## src/rtl/tsre_pkg.sv

```systemverilog
// ----------------------------------------------------------------------------
// tsre_pkg
// Shared types and constants of the TCP sender retransmit engine.
// ----------------------------------------------------------------------------
package tsre_pkg;

  localparam int QUEUE_DEPTH = 32;
  localparam int QIDX_W      = $clog2(QUEUE_DEPTH);
  localparam int QCNT_W      = $clog2(QUEUE_DEPTH + 1);

  typedef struct packed {
    logic [31:0] seqno;
    logic [10:0] len;
    logic        syn;
    logic        fin;
  } seg_t;

  localparam int SEG_W = $bits(seg_t);

  localparam logic [1:0] KIND_PUSH = 2'd0;
  localparam logic [1:0] KIND_RECV = 2'd1;
  localparam logic [1:0] KIND_TICK = 2'd2;

  localparam logic [1:0] RK_NEW    = 2'd0;
  localparam logic [1:0] RK_RETX   = 2'd1;
  localparam logic [1:0] RK_STATUS = 2'd2;

  localparam logic [1:0] CFG_RTO  = 2'd0;
  localparam logic [1:0] CFG_ISN  = 2'd1;
  localparam logic [1:0] CFG_MAXP = 2'd2;

  localparam logic [15:0] RTO_RESET  = 16'd1000;
  localparam logic [10:0] MAXP_RESET = 11'd1000;

  function automatic logic [63:0] sat_add64(input logic [63:0] a, input logic [63:0] b);
    logic [64:0] s;
    s = {1'b0, a} + {1'b0, b};
    return s[64] ? {64{1'b1}} : s[63:0];
  endfunction

endpackage

```

## src/rtl/tcp_sender_retransmit_engine_core.sv

```systemverilog
// ----------------------------------------------------------------------------
// tcp_sender_retransmit_engine_core
// TCP sender on segment descriptors: segmentation, ack retirement and
// retransmission timer, run by one sequencer over a queue RAM.
//
//  channel  | handshake                  | payload
//  item     | item_valid / item_stall    | kind .. elapsed_ms
//  result   | result_valid / result_stall| result_kind .. last
//  config   | cfg_we                     | cfg_index, cfg_data
//
// One item at a time: new segments are cut, acked segments retired and a
// retransmission sent by a serial walk over the queue RAM (one read or write
// per step).
// Synchronous reset; no clearing pass, queue entries are read only once written.
// A stalled result holds the sequencer; item_stall is high while busy.
// ----------------------------------------------------------------------------
module tcp_sender_retransmit_engine_core (
  input  logic        clk,
  input  logic        rst,
  input  logic        item_valid,
  output logic        item_stall,
  input  logic [1:0]  kind,
  input  logic [15:0] bytes_available,
  input  logic        stream_closed,
  input  logic        ack_valid,
  input  logic [31:0] ack_number,
  input  logic [15:0] peer_window,
  input  logic        peer_reset,
  input  logic [31:0] elapsed_ms,
  output logic        result_valid,
  input  logic        result_stall,
  output logic [1:0]  result_kind,
  output logic [31:0] seg_seqno,
  output logic        seg_syn,
  output logic        seg_fin,
  output logic        seg_rst,
  output logic [10:0] seg_length,
  output logic [16:0] in_flight,
  output logic [7:0]  retx_count,
  output logic        last,
  input  logic        cfg_we,
  input  logic [1:0]  cfg_index,
  input  logic [31:0] cfg_data
);
  import tsre_pkg::*;

  typedef enum logic [3:0] {
    S_IDLE, S_PUSH, S_CHECK, S_CUT, S_RST, S_RECV, S_RD, S_RET, S_FIN,
    S_TICK, S_CMP, S_RETX, S_DL, S_STATUS
  } state_t;

  state_t state;

  logic        it_ack_valid, it_reset;
  logic [31:0] it_ack, it_elapsed;
  logic [15:0] it_win;

  logic [15:0] rto;
  logic [10:0] maxp;
  logic [QIDX_W-1:0] q_head;
  logic [QCNT_W-1:0] q_count;
  logic [31:0] next_seqno;
  logic [16:0] flight;
  logic [15:0] window;
  logic [63:0] now, deadline;
  logic [7:0]  retx;
  logic [31:0] buffered;
  logic        syn_sent, fin_sent, closed, error, acked;
  logic [16:0] room;
  logic [10:0] pay;

  logic        slot_free;
  logic [QCNT_W:0]   tsum;
  logic [QIDX_W-1:0] tail, head_inc;
  logic [16:0] limit, pay_calc;
  logic [32:0] buf_sum;
  logic        c_syn, c_fin;
  logic [10:0] c_len;
  logic [31:0] buf_left;
  logic [11:0] c_span;
  seg_t        c_seg, h_seg;
  logic [SEG_W-1:0] rdata;
  logic        ram_we;
  logic [11:0] h_span;
  logic [31:0] h_end;
  logic [63:0] delay, rto_shift;

  assign slot_free = !result_valid || !result_stall;
  assign item_stall = (state != S_IDLE);

  assign tsum = (QCNT_W + 1)'(q_head) + (QCNT_W + 1)'(q_count);
  assign tail = (tsum >= (QCNT_W + 1)'(QUEUE_DEPTH)) ?
                QIDX_W'(tsum - (QCNT_W + 1)'(QUEUE_DEPTH)) : QIDX_W'(tsum);
  assign head_inc = (q_head == QIDX_W'(QUEUE_DEPTH - 1)) ? '0 : q_head + 1'b1;

  assign limit    = (window == 16'd0) ? 17'd1 : {1'b0, window};
  assign c_syn    = !syn_sent;
  assign pay_calc = (limit - flight) - 17'(c_syn);
  assign buf_sum  = {1'b0, buffered} + {17'd0, bytes_available};

  always_comb begin
    c_len = 11'd0;
    if (!fin_sent) begin
      c_len = (buffered < {21'd0, pay}) ? buffered[10:0] : pay;
    end
  end
  assign buf_left = buffered - {21'd0, c_len};
  assign c_fin  = !fin_sent && closed && (buf_left == 32'd0) &&
                  ((17'(c_len) + 17'(c_syn)) < room);
  assign c_span = 12'(c_len) + 12'(c_syn) + 12'(c_fin);
  assign c_seg  = '{seqno: next_seqno, len: c_len, syn: c_syn, fin: c_fin};
  assign ram_we = (state == S_CUT) && (c_span != 12'd0) && slot_free;

  assign h_seg  = seg_t'(rdata);
  assign h_span = 12'(h_seg.len) + 12'(h_seg.syn) + 12'(h_seg.fin);
  assign h_end  = h_seg.seqno + 32'(h_span);

  assign rto_shift = {48'd0, rto} << retx[5:0];
  assign delay     = (retx > 8'd47) ? {64{1'b1}} : rto_shift;

  tsre_ram #(.WIDTH(SEG_W), .DEPTH(QUEUE_DEPTH)) u_queue (
    .clk   (clk),
    .we    (ram_we),
    .waddr (tail),
    .wdata (c_seg),
    .raddr (q_head),
    .rdata (rdata)
  );

  always_ff @(posedge clk) begin
    if (rst) begin
      state        <= S_IDLE;
      rto          <= RTO_RESET;
      maxp         <= MAXP_RESET;
      q_head       <= '0;
      q_count      <= '0;
      next_seqno   <= 32'd0;
      flight       <= 17'd0;
      window       <= 16'd1;
      now          <= 64'd0;
      deadline     <= 64'd0;
      retx         <= 8'd0;
      buffered     <= 32'd0;
      syn_sent     <= 1'b0;
      fin_sent     <= 1'b0;
      closed       <= 1'b0;
      error        <= 1'b0;
      acked        <= 1'b0;
      result_valid <= 1'b0;
    end else begin
      if (result_valid && !result_stall) begin
        result_valid <= 1'b0;
      end
      case (state)
        S_IDLE: begin
          if (item_valid) begin
            it_ack_valid <= ack_valid;
            it_ack       <= ack_number;
            it_win       <= peer_window;
            it_reset     <= peer_reset;
            it_elapsed   <= elapsed_ms;
            acked        <= 1'b0;
            case (kind)
              KIND_PUSH: begin
                buffered <= buf_sum[32] ? {32{1'b1}} : buf_sum[31:0];
                if (stream_closed) begin
                  closed <= 1'b1;
                end
                state <= S_PUSH;
              end
              KIND_RECV: state <= S_RECV;
              KIND_TICK: state <= S_TICK;
              default:   state <= S_STATUS;
            endcase
          end
        end
        S_PUSH: begin
          if (error) begin
            state <= S_RST;
          end else begin
            if (flight == 17'd0) begin
              deadline <= sat_add64(now, {48'd0, rto});
            end
            state <= S_CHECK;
          end
        end
        S_CHECK: begin
          if (flight < limit && q_count < QCNT_W'(QUEUE_DEPTH)) begin
            room  <= limit - flight;
            pay   <= (pay_calc > {6'd0, maxp}) ? maxp : pay_calc[10:0];
            state <= S_CUT;
          end else begin
            state <= S_STATUS;
          end
        end
        S_CUT: begin
          if (c_span == 12'd0) begin
            state <= S_STATUS;
          end else if (slot_free) begin
            q_count      <= q_count + 1'b1;
            flight       <= flight + 17'(c_span);
            next_seqno   <= next_seqno + 32'(c_span);
            buffered     <= buf_left;
            syn_sent     <= 1'b1;
            if (c_fin) begin
              fin_sent <= 1'b1;
            end
            result_valid <= 1'b1;
            result_kind  <= RK_NEW;
            seg_seqno    <= next_seqno;
            seg_syn      <= c_syn;
            seg_fin      <= c_fin;
            seg_rst      <= 1'b0;
            seg_length   <= c_len;
            in_flight    <= 17'd0;
            retx_count   <= 8'd0;
            last         <= 1'b0;
            state        <= S_CHECK;
          end
        end
        S_RST: begin
          if (slot_free) begin
            result_valid <= 1'b1;
            result_kind  <= RK_NEW;
            seg_seqno    <= next_seqno;
            seg_syn      <= 1'b0;
            seg_fin      <= 1'b0;
            seg_rst      <= 1'b1;
            seg_length   <= 11'd0;
            in_flight    <= 17'd0;
            retx_count   <= 8'd0;
            last         <= 1'b0;
            state        <= S_STATUS;
          end
        end
        S_RECV: begin
          if (it_reset) begin
            error <= 1'b1;
            state <= S_STATUS;
          end else if (!it_ack_valid) begin
            window <= it_win;
            state  <= S_STATUS;
          end else if (it_ack > next_seqno) begin
            state <= S_STATUS;
          end else begin
            state <= S_RD;
          end
        end
        S_RD: begin
          state <= (q_count == '0) ? S_FIN : S_RET;
        end
        S_RET: begin
          if (h_end > it_ack) begin
            state <= S_FIN;
          end else begin
            flight  <= (flight >= 17'(h_span)) ? flight - 17'(h_span) : 17'd0;
            q_head  <= head_inc;
            q_count <= q_count - 1'b1;
            acked   <= 1'b1;
            state   <= S_RD;
          end
        end
        S_FIN: begin
          if (acked) begin
            retx     <= 8'd0;
            deadline <= sat_add64(now, {48'd0, rto});
          end
          window <= it_win;
          state  <= S_STATUS;
        end
        S_TICK: begin
          if (error) begin
            state <= S_STATUS;
          end else begin
            now   <= now + {32'd0, it_elapsed};
            state <= S_CMP;
          end
        end
        S_CMP: begin
          state <= (now >= deadline && q_count != '0) ? S_RETX : S_STATUS;
        end
        S_RETX: begin
          if (slot_free) begin
            result_valid <= 1'b1;
            result_kind  <= RK_RETX;
            seg_seqno    <= h_seg.seqno;
            seg_syn      <= h_seg.syn;
            seg_fin      <= h_seg.fin;
            seg_rst      <= 1'b0;
            seg_length   <= h_seg.len;
            in_flight    <= 17'd0;
            retx_count   <= 8'd0;
            last         <= 1'b0;
            if (window != 16'd0 && retx != 8'hFF) begin
              retx <= retx + 1'b1;
            end
            state <= S_DL;
          end
        end
        S_DL: begin
          deadline <= sat_add64(now, delay);
          state    <= S_STATUS;
        end
        S_STATUS: begin
          if (slot_free) begin
            result_valid <= 1'b1;
            result_kind  <= RK_STATUS;
            seg_seqno    <= 32'd0;
            seg_syn      <= 1'b0;
            seg_fin      <= 1'b0;
            seg_rst      <= 1'b0;
            seg_length   <= 11'd0;
            in_flight    <= flight;
            retx_count   <= retx;
            last         <= 1'b1;
            state        <= S_IDLE;
          end
        end
        default: state <= S_IDLE;
      endcase
      if (cfg_we) begin
        case (cfg_index)
          CFG_RTO:  rto  <= cfg_data[15:0];
          CFG_ISN: begin
            if (!syn_sent) begin
              next_seqno <= cfg_data;
            end
          end
          CFG_MAXP: maxp <= cfg_data[10:0];
          default: ;
        endcase
      end
    end
  end

  a_count_bound: assert property (@(posedge clk) disable iff (rst)
    q_count <= QCNT_W'(QUEUE_DEPTH))
    else $error("queue count beyond depth");

  a_last_status: assert property (@(posedge clk) disable iff (rst)
    result_valid && last |-> result_kind == RK_STATUS)
    else $error("last on a segment result");

  a_busy_after: assert property (@(posedge clk) disable iff (rst)
    item_valid && !item_stall |=> item_stall)
    else $error("ready right after accepting an item");

  a_write_slot: assert property (@(posedge clk) disable iff (rst)
    ram_we |=> result_valid && result_kind == RK_NEW)
    else $error("queue write without a new segment result");

endmodule

```

## src/rtl/tsre_ram.sv

```systemverilog
// ----------------------------------------------------------------------------
// tsre_ram
// Generic single-write, single-read RAM with registered read data.
// ----------------------------------------------------------------------------
module tsre_ram #(
  parameter int WIDTH = 8,
  parameter int DEPTH = 16
) (
  input  logic                     clk,
  input  logic                     we,
  input  logic [$clog2(DEPTH)-1:0] waddr,
  input  logic [WIDTH-1:0]         wdata,
  input  logic [$clog2(DEPTH)-1:0] raddr,
  output logic [WIDTH-1:0]         rdata
);

  logic [WIDTH-1:0] mem [DEPTH];

  always_ff @(posedge clk) begin
    if (we) begin
      mem[waddr] <= wdata;
    end
    rdata <= mem[raddr];
  end

endmodule
```

## config.mk

```make
export PLATFORM = sky130hd
export DESIGN_NAME = tcp_sender_retransmit_engine_core
export DESIGN_NICKNAME = d
export VERILOG_FILES = /design/src/rtl/tsre_pkg.sv /design/src/rtl/tcp_sender_retransmit_engine_core.sv /design/src/rtl/tsre_ram.sv
export SDC_FILE = /design/constraint.sdc
export NUM_CORES = 2
export LEC_CHECK = 0
export BUFFER_PORTS_ARGS = -buffer_cell sky130_fd_sc_hd__buf_2
export CORE_AREA = 4 4 583 585
export DETAILED_ROUTE_END_ITERATION = 10
export DIE_AREA = 0 0 587 589
export MAX_ROUTING_LAYER = met4
export PLACE_DENSITY = 0.46
export SYNTH_ARGS = -nofsm -noshare
export SYNTH_HDL_FRONTEND = slang
export SYNTH_SLANG_ARGS = --single-unit
```

## constraint.sdc

```tcl
create_clock -name clk -period 16 [get_ports clk]
set_input_delay 0.8 -clock clk [delete_from_list [all_inputs] [get_ports clk]]
set_output_delay 0.8 -clock clk [all_outputs]
set_load 0.05 [all_outputs]
```

=== Yosys cells after proc, flatten, opt, wreduce, memory -nomap -nowiden ===
Memory sizes are Yosys's and may differ from the RTL's. A register that Yosys moved wholly into a read port is not among the register bits.
Cells that the tools add are included.

* Latch bits: 0
* Memories: 1
* Memory bits (writable): 1,440
* Bits in read-only memories: 0
* Bits in registers: 465

* Muxes and demuxes: 106
* Shifts and indexed selects: 1
* Equality and inequality tests: 35
* Reduce and logical (&&, ||, !) cells: 62
* Magnitude comparators: 11
* Add/sub/neg operators: 22
* $mul: 0
* Bitwise logic cells: 4
* Divide/modulo/power cells: 0

{| class="wikitable"
|+ Memory list
! name !! words !! bits a word !! rd ports !! clocked after Yosys merged registers in !! wr ports !! RTL line !! text
|-
| u_queue.mem || 32 || 45 || 1 || 1 || 1 || tsre_ram.sv:17 || <nowiki>logic [WIDTH-1:0] mem [DEPTH];</nowiki>
|}

{| class="wikitable"
|+ Operators by type and width
! cell !! number
|-
| $mux 32 || 15
|-
| $mux 64 || 6
|-
| $pmux 64 s3 || 1
|-
| $pmux 32 s4 || 1
|-
| $mux 17 || 7
|-
| $mux 11 || 7
|-
| $add 64x16->65 || 1
|-
| $add 64x64->65 || 1
|-
| $add 32x12->32 || 2
|-
| $add 64x32->64 || 1
|-
| $ge 64x64->1 || 1
|-
| $gt 32x32->1 || 2
|-
| $pmux 32 s2 || 1
|-
| $shl 16x6->64 || 1
|-
| $pmux 4 s13 || 1
|-
| $pmux 17 s3 || 1
|-
| $mux 16 || 3
|-
| $mux 4 || 12
|-
| $mux 8 || 6
|-
| $add 11x1->12 || 3
|-
| $pmux 17 s2 || 1
|-
| $add 32x16->33 || 1
|-
| $pmux 11 s3 || 1
|-
| $logic_not 32->1 || 1
|-
| other kinds (67) || 164
|}

=== Depth between registers and ports, before layout ===
* Depth in word-level cells: 15
* Depth in mapped cells: 39
* Gate-level depth less buffers: 38

=== By module ===
A second synthesis with hierarchy kept.

* Cells, all modules: 7,777
* Area, all modules: 94,732.1 um^2

{| class="wikitable"
|+ By module, submodules not included
! module !! instances !! area each (um^2) !! cells each
|-
| tsre_ram || 1 || 56,859.5 || 3,157
|-
| tcp_sender_retransmit_engine_core || 1 || 37,872.6 || 4,620
|}

=== Least setup slack after synthesis ===
No wires, ideal clock.

* Path kind: reg2reg
* Start: register pay[9]
* End: memory u_queue.mem[28][0] (netlist name) (enable)
* Required time: 15.497 ns
* Cell stages (with the launch flop): 33
* Setup slack: 4.020 ns
* Data arrival time: 11.477 ns
* Cells stage by stage: edfxtp_1 -> inv_1 -> ha_1 -> nand4b_4 -> or4_4 -> o22a_2 -> nand2_2 -> buf_6 -> nand2_1 -> a21oi_1 -> ha_1 -> fa_1 -> nand2b_1 -> a21oi_1 -> or4_1 -> a31oi_1 -> o21ai_1 -> or4b_2 -> nor2_1 -> xnor2_1 -> nand4_1 -> nand4b_1 -> fa_1 -> nor2_1 -> nor4b_2 -> nor2_1 -> nor3_1 -> xor2_1 -> nor4_2 -> buf_4 -> or3_1 -> or3b_1 -> nor3_1

* Word-level cells in the longest chain between the ends: 13
* Elaborated cells between the ends (all ways): 16

{| class="wikitable"
|+ Ends and longest elaborated chain
! item !! RTL line !! text
|-
| from (decl) || tcp_sender_retransmit_engine_core.sv:70 || <nowiki>logic [10:0] pay;</nowiki>
|-
| from (signal assigned) || tcp_sender_retransmit_engine_core.sv:190 || <nowiki>pay <= (pay_calc > {6'd0, maxp}) ? maxp : pay_calc[10:0];</nowiki>
|-
| $lt 32x11->1 * || tcp_sender_retransmit_engine_core.sv:104 || <nowiki>c_len = (buffered < {21'd0, pay}) ? buffered[10:0] : pay;</nowiki>
|-
| $mux 11 * || tcp_sender_retransmit_engine_core.sv:104 ||
|-
| $mux 11 * || tcp_sender_retransmit_engine_core.sv:103 || <nowiki>if (!fin_sent) begin</nowiki>
|-
| net c_len[0] || tcp_sender_retransmit_engine_core.sv:78 || <nowiki>logic [10:0] c_len;</nowiki>
|-
| branches (longest 4 deep; another with $lt 12x17->1) || - ||
|-
| $add 12x1->12 * || tcp_sender_retransmit_engine_core.sv:110 || <nowiki>assign c_span = 12'(c_len) + 12'(c_syn) + 12'(c_fin);</nowiki>
|-
| $reduce_bool 12->1 * || tcp_sender_retransmit_engine_core.sv:112 || <nowiki>assign ram_we = (state == S_CUT) && (c_span != 12'd0) && slot_free;</nowiki>
|-
| $logic_and 1x1->1 * (2 in series) || tcp_sender_retransmit_engine_core.sv:112 ||
|-
| $mux 1 * || tsre_ram.sv:20 || <nowiki>if (we) begin</nowiki>
|-
| $mux 1 (implied by the code) * || tsre_ram.sv:21 || <nowiki>mem[waddr] <= wdata;</nowiki>
|-
| to (decl) || tsre_ram.sv:17 ||
|}

Mark *: on every way through the listed nets, which the timed path passes.

=== Worst setup path in the final report ===
* Start: register pay[9]
* End: memory u_queue.mem[3][44] (netlist name) (enable)

The elaborated chain is that of the path after synthesis.

==> impl_results.html <==
<table>
<tr><th>Metric</th><th>Value</th></tr>
<tr><th colspan="2">GRT</th></tr>
<tr><td>Global route total overflow</td><td>0</td></tr>
<tr><td>Vias in the first global route</td><td>just under 60,000</td></tr>
<tr><td>Tot GR Track Use</td><td>0.179</td></tr>
<tr><td>Largest net degree at the start of global routing</td><td>between 100 and 150</td></tr>
<tr><td>Initial antenna violation count</td><td>33</td></tr>
<tr><td>Global-route wire length before repair</td><td>approximately 440,000 um</td></tr>
<tr><th colspan="2">Floorplanning</th></tr>
<tr><td>Width of the chip</td><td>roughly 590 um</td></tr>
<tr><td>Die H</td><td>589 um</td></tr>
<tr><td>Boundary pin count</td><td>216</td></tr>
<tr><td>Number of cell rows</td><td>213</td></tr>
<tr><td>Initial standard-cell utilization of the core</td><td>0.279</td></tr>
<tr><td>Full die area</td><td>approximately 0.35 sq mm</td></tr>
<tr><td>Area of the placeable core</td><td>0.335 sq mm</td></tr>
<tr><th colspan="2">Final layout</th></tr>
<tr><td>Commonest cells after routing, fill and taps aside</td><td>1,624 x sky130_fd_sc_hd__edfxtp_1, 453 x sky130_fd_sc_hd__mux4_2, 435 x sky130_fd_sc_hd__nand2_1, 425 x sky130_fd_sc_hd__nor2_1, 381 x sky130_fd_sc_hd__a21oi_1</td></tr>
<tr><td>Fin util</td><td>0.321</td></tr>
<tr><td>Most common cell after layout, fill and taps aside</td><td>sky130_fd_sc_hd__edfxtp_1</td></tr>
<tr><td>Area Growth Syn to Fin</td><td>15.2%</td></tr>
<tr><td>Proportion of layout cells with a drive suffix above 1</td><td>0.184</td></tr>
<tr><td>Post-layout nets</td><td>about 7,600</td></tr>
<tr><td>Post-layout instance count excluding filler cells</td><td>about 12,000</td></tr>
<tr><th colspan="2">Clocking</th></tr>
<tr><td>Max H-tree Level</td><td>4</td></tr>
<tr><td>Max Buffers Root-to-Sink</td><td>4</td></tr>
<tr><td>Setup bufs post-CTS</td><td>0</td></tr>
<tr><td>TritonCTS buffer count</td><td>between 200 and 250</td></tr>
<tr><td>Total number of clock tree sinks</td><td>just under 2,000</td></tr>
<tr><td>Clock-pin slew on the worst setup and hold paths</td><td>about 60 ps</td></tr>
<tr><td>Clock tree from TritonCTS</td><td>done</td></tr>
<tr><td>Clock root buffer</td><td>sky130_fd_sc_hd__clkbuf_16</td></tr>
<tr><td>Post-cts sizing count</td><td>0</td></tr>
<tr><td>Post-CTS Hold Buffers</td><td>0</td></tr>
<tr><td>Insertion delay of the later-clocked pin in the worst-skew pair</td><td>between 900 and 1000 ps</td></tr>
<tr><th colspan="2">Drt</th></tr>
<tr><td>Vias per Instance</td><td>about 5.2</td></tr>
<tr><td>Number of nets with antenna violations after routing</td><td>0</td></tr>
<tr><td>DRC violations left</td><td>0</td></tr>
<tr><td>Number of detailed-route iterations in the first pass</td><td>6</td></tr>
<tr><td>Initial DRC count</td><td>5,405</td></tr>
<tr><td>Wire per inst</td><td>about 27 um</td></tr>
<tr><td>Via count</td><td>60,137</td></tr>
<tr><td>Aggregate routed wire length</td><td>~310,000 um</td></tr>
<tr><th colspan="2">Critical path</th></tr>
<tr><td>Worst Path Max Fanout</td><td>34</td></tr>
<tr><td>Register-to-register setup slack</td><td>3470 ps</td></tr>
<tr><td>Cell with the largest stage delay on the worst path</td><td>sky130_fd_sc_hd__a21oi_4</td></tr>
<tr><td>Crit. End Element</td><td>flop</td></tr>
<tr><td>Required arrival time at the worst endpoint</td><td>about 17,000 ps</td></tr>
<tr><td>Buffers plus inverters on the worst setup path</td><td>4</td></tr>
<tr><td>Startpoint types</td><td>flop</td></tr>
<tr><td>Cell family with most CP delay</td><td>simple AND/OR/NAND/NOR gates</td></tr>
<tr><td>Cell with the most instances on the worst path</td><td>sky130_fd_sc_hd__nor2_1</td></tr>
<tr><td>Max incr delay on CP</td><td>830 ps</td></tr>
<tr><td>WS Path Type</td><td>reg2reg</td></tr>
<tr><td>Endpoint arrival time on the critical path</td><td>around 13,000 ps</td></tr>
<tr><th colspan="2">Min path</th></tr>
<tr><td>Hold Path Class</td><td>in2reg</td></tr>
<tr><th colspan="2">Synthesis</th></tr>
<tr><td>Synth Net Count</td><td>7,349</td></tr>
<tr><td>Most used flip-flop cell after synthesis</td><td>sky130_fd_sc_hd__edfxtp_1</td></tr>
<tr><td>Syn Std Cell Area</td><td>0.0934 sq mm</td></tr>
<tr><td>Post-synthesis average cell area</td><td>between 10 and 15 sq um</td></tr>
<tr><td>Number of synthesized flops with an enable pin</td><td>1,624</td></tr>
<tr><td>Number of synthesized register bits</td><td>between 1,500 and 2,000</td></tr>
<tr><td>Distinct cells, synth</td><td>around 100</td></tr>
<tr><td>Synthesis Warnings</td><td>0</td></tr>
<tr><td>Cells after synthesis</td><td>approximately 6,800</td></tr>
<tr><td>Share of async-settable or async-resettable flops after synthesis</td><td>0</td></tr>
<tr><td>Sequential share of the synthesized area</td><td>0.592</td></tr>
<tr><th colspan="2">Timing</th></tr>
<tr><td>Slew at the pin with the worst max-slew slack</td><td>around 1200 ps</td></tr>
<tr><td>Final clock period utilization by the worst path</td><td>0.783</td></tr>
<tr><td>Clk_skew</td><td>97.6 ps</td></tr>
<tr><td>Final count of negative-setup-slack endpoints</td><td>0</td></tr>
<tr><td>Total negative setup slack</td><td>0 ps</td></tr>
<tr><td>Number of pins with negative max-slew slack in the final report</td><td>0</td></tr>
<tr><td>Fmax</td><td>~0.080 GHz</td></tr>
<tr><td>Unrepaired setup endpoints after global routing</td><td>false</td></tr>
<tr><td>Number of failing hold endpoints at the final stage</td><td>0</td></tr>
<tr><td>Max-slew headroom</td><td>0.195</td></tr>
<tr><td>Final Critical Period</td><td>12,530 ps</td></tr>
<tr><th colspan="2">Status</th></tr>
<tr><td>Run status</td><td>completed</td></tr>
<tr><th colspan="2">Place</th></tr>
<tr><td>Final estimated routing congestion in global placement</td><td>0.889</td></tr>
<tr><td>Total of buffers placed on input and output ports</td><td>roughly 220</td></tr>
<tr><td>Cell count after placement</td><td>about 11,000</td></tr>
<tr><td>Post-DP HPWL</td><td>around 220,000 um</td></tr>
<tr><th colspan="2">Power</th></tr>
<tr><td>Worst IR Drop VDD</td><td>0.000139 V</td></tr>
<tr><td>Pwr/cell area</td><td>around 150 mW/mm^2</td></tr>
<tr><td>Leakage component of the power</td><td>~37 nW</td></tr>
<tr><th colspan="2">Job</th></tr>
<tr><td>Max-capacitance violation count</td><td>0</td></tr>
</table>
-- per-layer routing --
| layer | global-route usage | routed length, um | vias to the layer above |
|---|---|---|---|
| met2 | 0.274 | 142000 | 1870 |
| met5 | - | 0 | - |
| li1 | - | - | 26905 |
| met3 | 0.0241 | 18300 | 414 |
| met4 | 0.0438 | 8400 | 0 |
| met1 | 0.251 | 141000 | 30948 |
-- flip-flops by register name, indices dropped and copies added, names as in the netlist, 16 cells and up --
register and flops:
room 17, it_win 16, u_queue.rdata 45, next_seqno 32
deadline 64, it_elapsed 32, u_queue.mem 1440, it_ack 32
window 16, flight 17, now 64, rto 16
seg_seqno 32, in_flight 17, buffered 32
-- power breakdown --
group | switching (mW) | leakage [nW] | internal (mW) | total (mW)
Combinational | 2.85 | 15.6 | 1.32 | 4.17
Clock | 2.15 | 3.58 | 3.01 | 5.17
Sequential | 0.249 | 17.6 | 6.06 | 6.31
-- cells in the mapped netlist, types with 44 or more instances --
cell type,n,area share
sky130_fd_sc_hd__edfxtp_1,1624,0.52
sky130_fd_sc_hd__nor2_1,458,0.018
sky130_fd_sc_hd__mux4_2,453,0.11
sky130_fd_sc_hd__nand2_1,435,0.017
sky130_fd_sc_hd__a21oi_1,388,0.021
sky130_fd_sc_hd__ha_1,380,0.051
sky130_fd_sc_hd__dfxtp_1,326,0.070
sky130_fd_sc_hd__inv_1,321,0.013
sky130_fd_sc_hd__clkbuf_1,285,0.011
sky130_fd_sc_hd__o21ai_0,238,0.013
sky130_fd_sc_hd__xnor2_1,220,0.021
sky130_fd_sc_hd__a21o_1,175,0.014
sky130_fd_sc_hd__nor3_1,133,0.0071
sky130_fd_sc_hd__nand3_1,130,0.0070
sky130_fd_sc_hd__xor2_1,99,0.0093
sky130_fd_sc_hd__a211oi_1,84,0.0068
sky130_fd_sc_hd__nand4_1,81,0.0054
sky130_fd_sc_hd__a221oi_1,62,0.0058
sky130_fd_sc_hd__mux2_2,60,0.0072
sky130_fd_sc_hd__nor4_1,58,0.0039
sky130_fd_sc_hd__mux2i_1,57,0.0061
sky130_fd_sc_hd__nor2b_1,49,0.0033
sky130_fd_sc_hd__and3_1,48,0.0032
sky130_fd_sc_hd__buf_1,44,0.0018
-- per-stage QoR --
stage | setup WS, ps | cell area (sq um) | hold WS (ps) | power, mW
floorplan | 4020 | 93400 | 425 | 8.97
global placement | 3500 | 100000 | 435 | 10.5
detailed placement | 3450 | 100000 | 441 | 10.6
CTS | 3410 | 108000 | 23.2 | 15.8
global route | 2570 | 108000 | 56.6 | 16.4
finish | 3470 | 108000 | 101 | 15.6
-- path summary, 6_finish.rpt --
kind / depth (start not counted) / from / endpoint
worst max-delay path: 29 / pay[9] / u_queue.mem[3][44]
worst min-delay path: 1 / ack_number[31] / it_ack[31]
worst max register to register: 29 / pay[9] / u_queue.mem[3][44]
worst min register to register: 1 / deadline[43] / deadline[43]
-- layout make-up --
class,instances,area [sq um]
clock inverter,132,1400
timing repair buffer,359,2180
inverter,324,1220
fill,33059,228000
sequential,1950,55300
antenna,21,52.6
multi-input combinational,4195,36000
tap,4407,5510
clock buffer,277,5920
-- kinds of logic (layout without fill, tap and decap cells) --
kind of cell	Yosys count	in the layout	share of synthesized area
flip-flops	1950	1950	0.592
AND/OR/NAND/NOR	1605	1605	0.0826
AO/OA/AOI/OAI	1305	1305	0.0912
buffers and inverters	670	1092	0.0276
multiplexers	572	572	0.123
adder cells (fa/ha/maj)	394	394	0.0539
XOR/XNOR	319	319	0.0299
other	0	21	0
No activity file was read; power rests on OpenSTA's default activity.
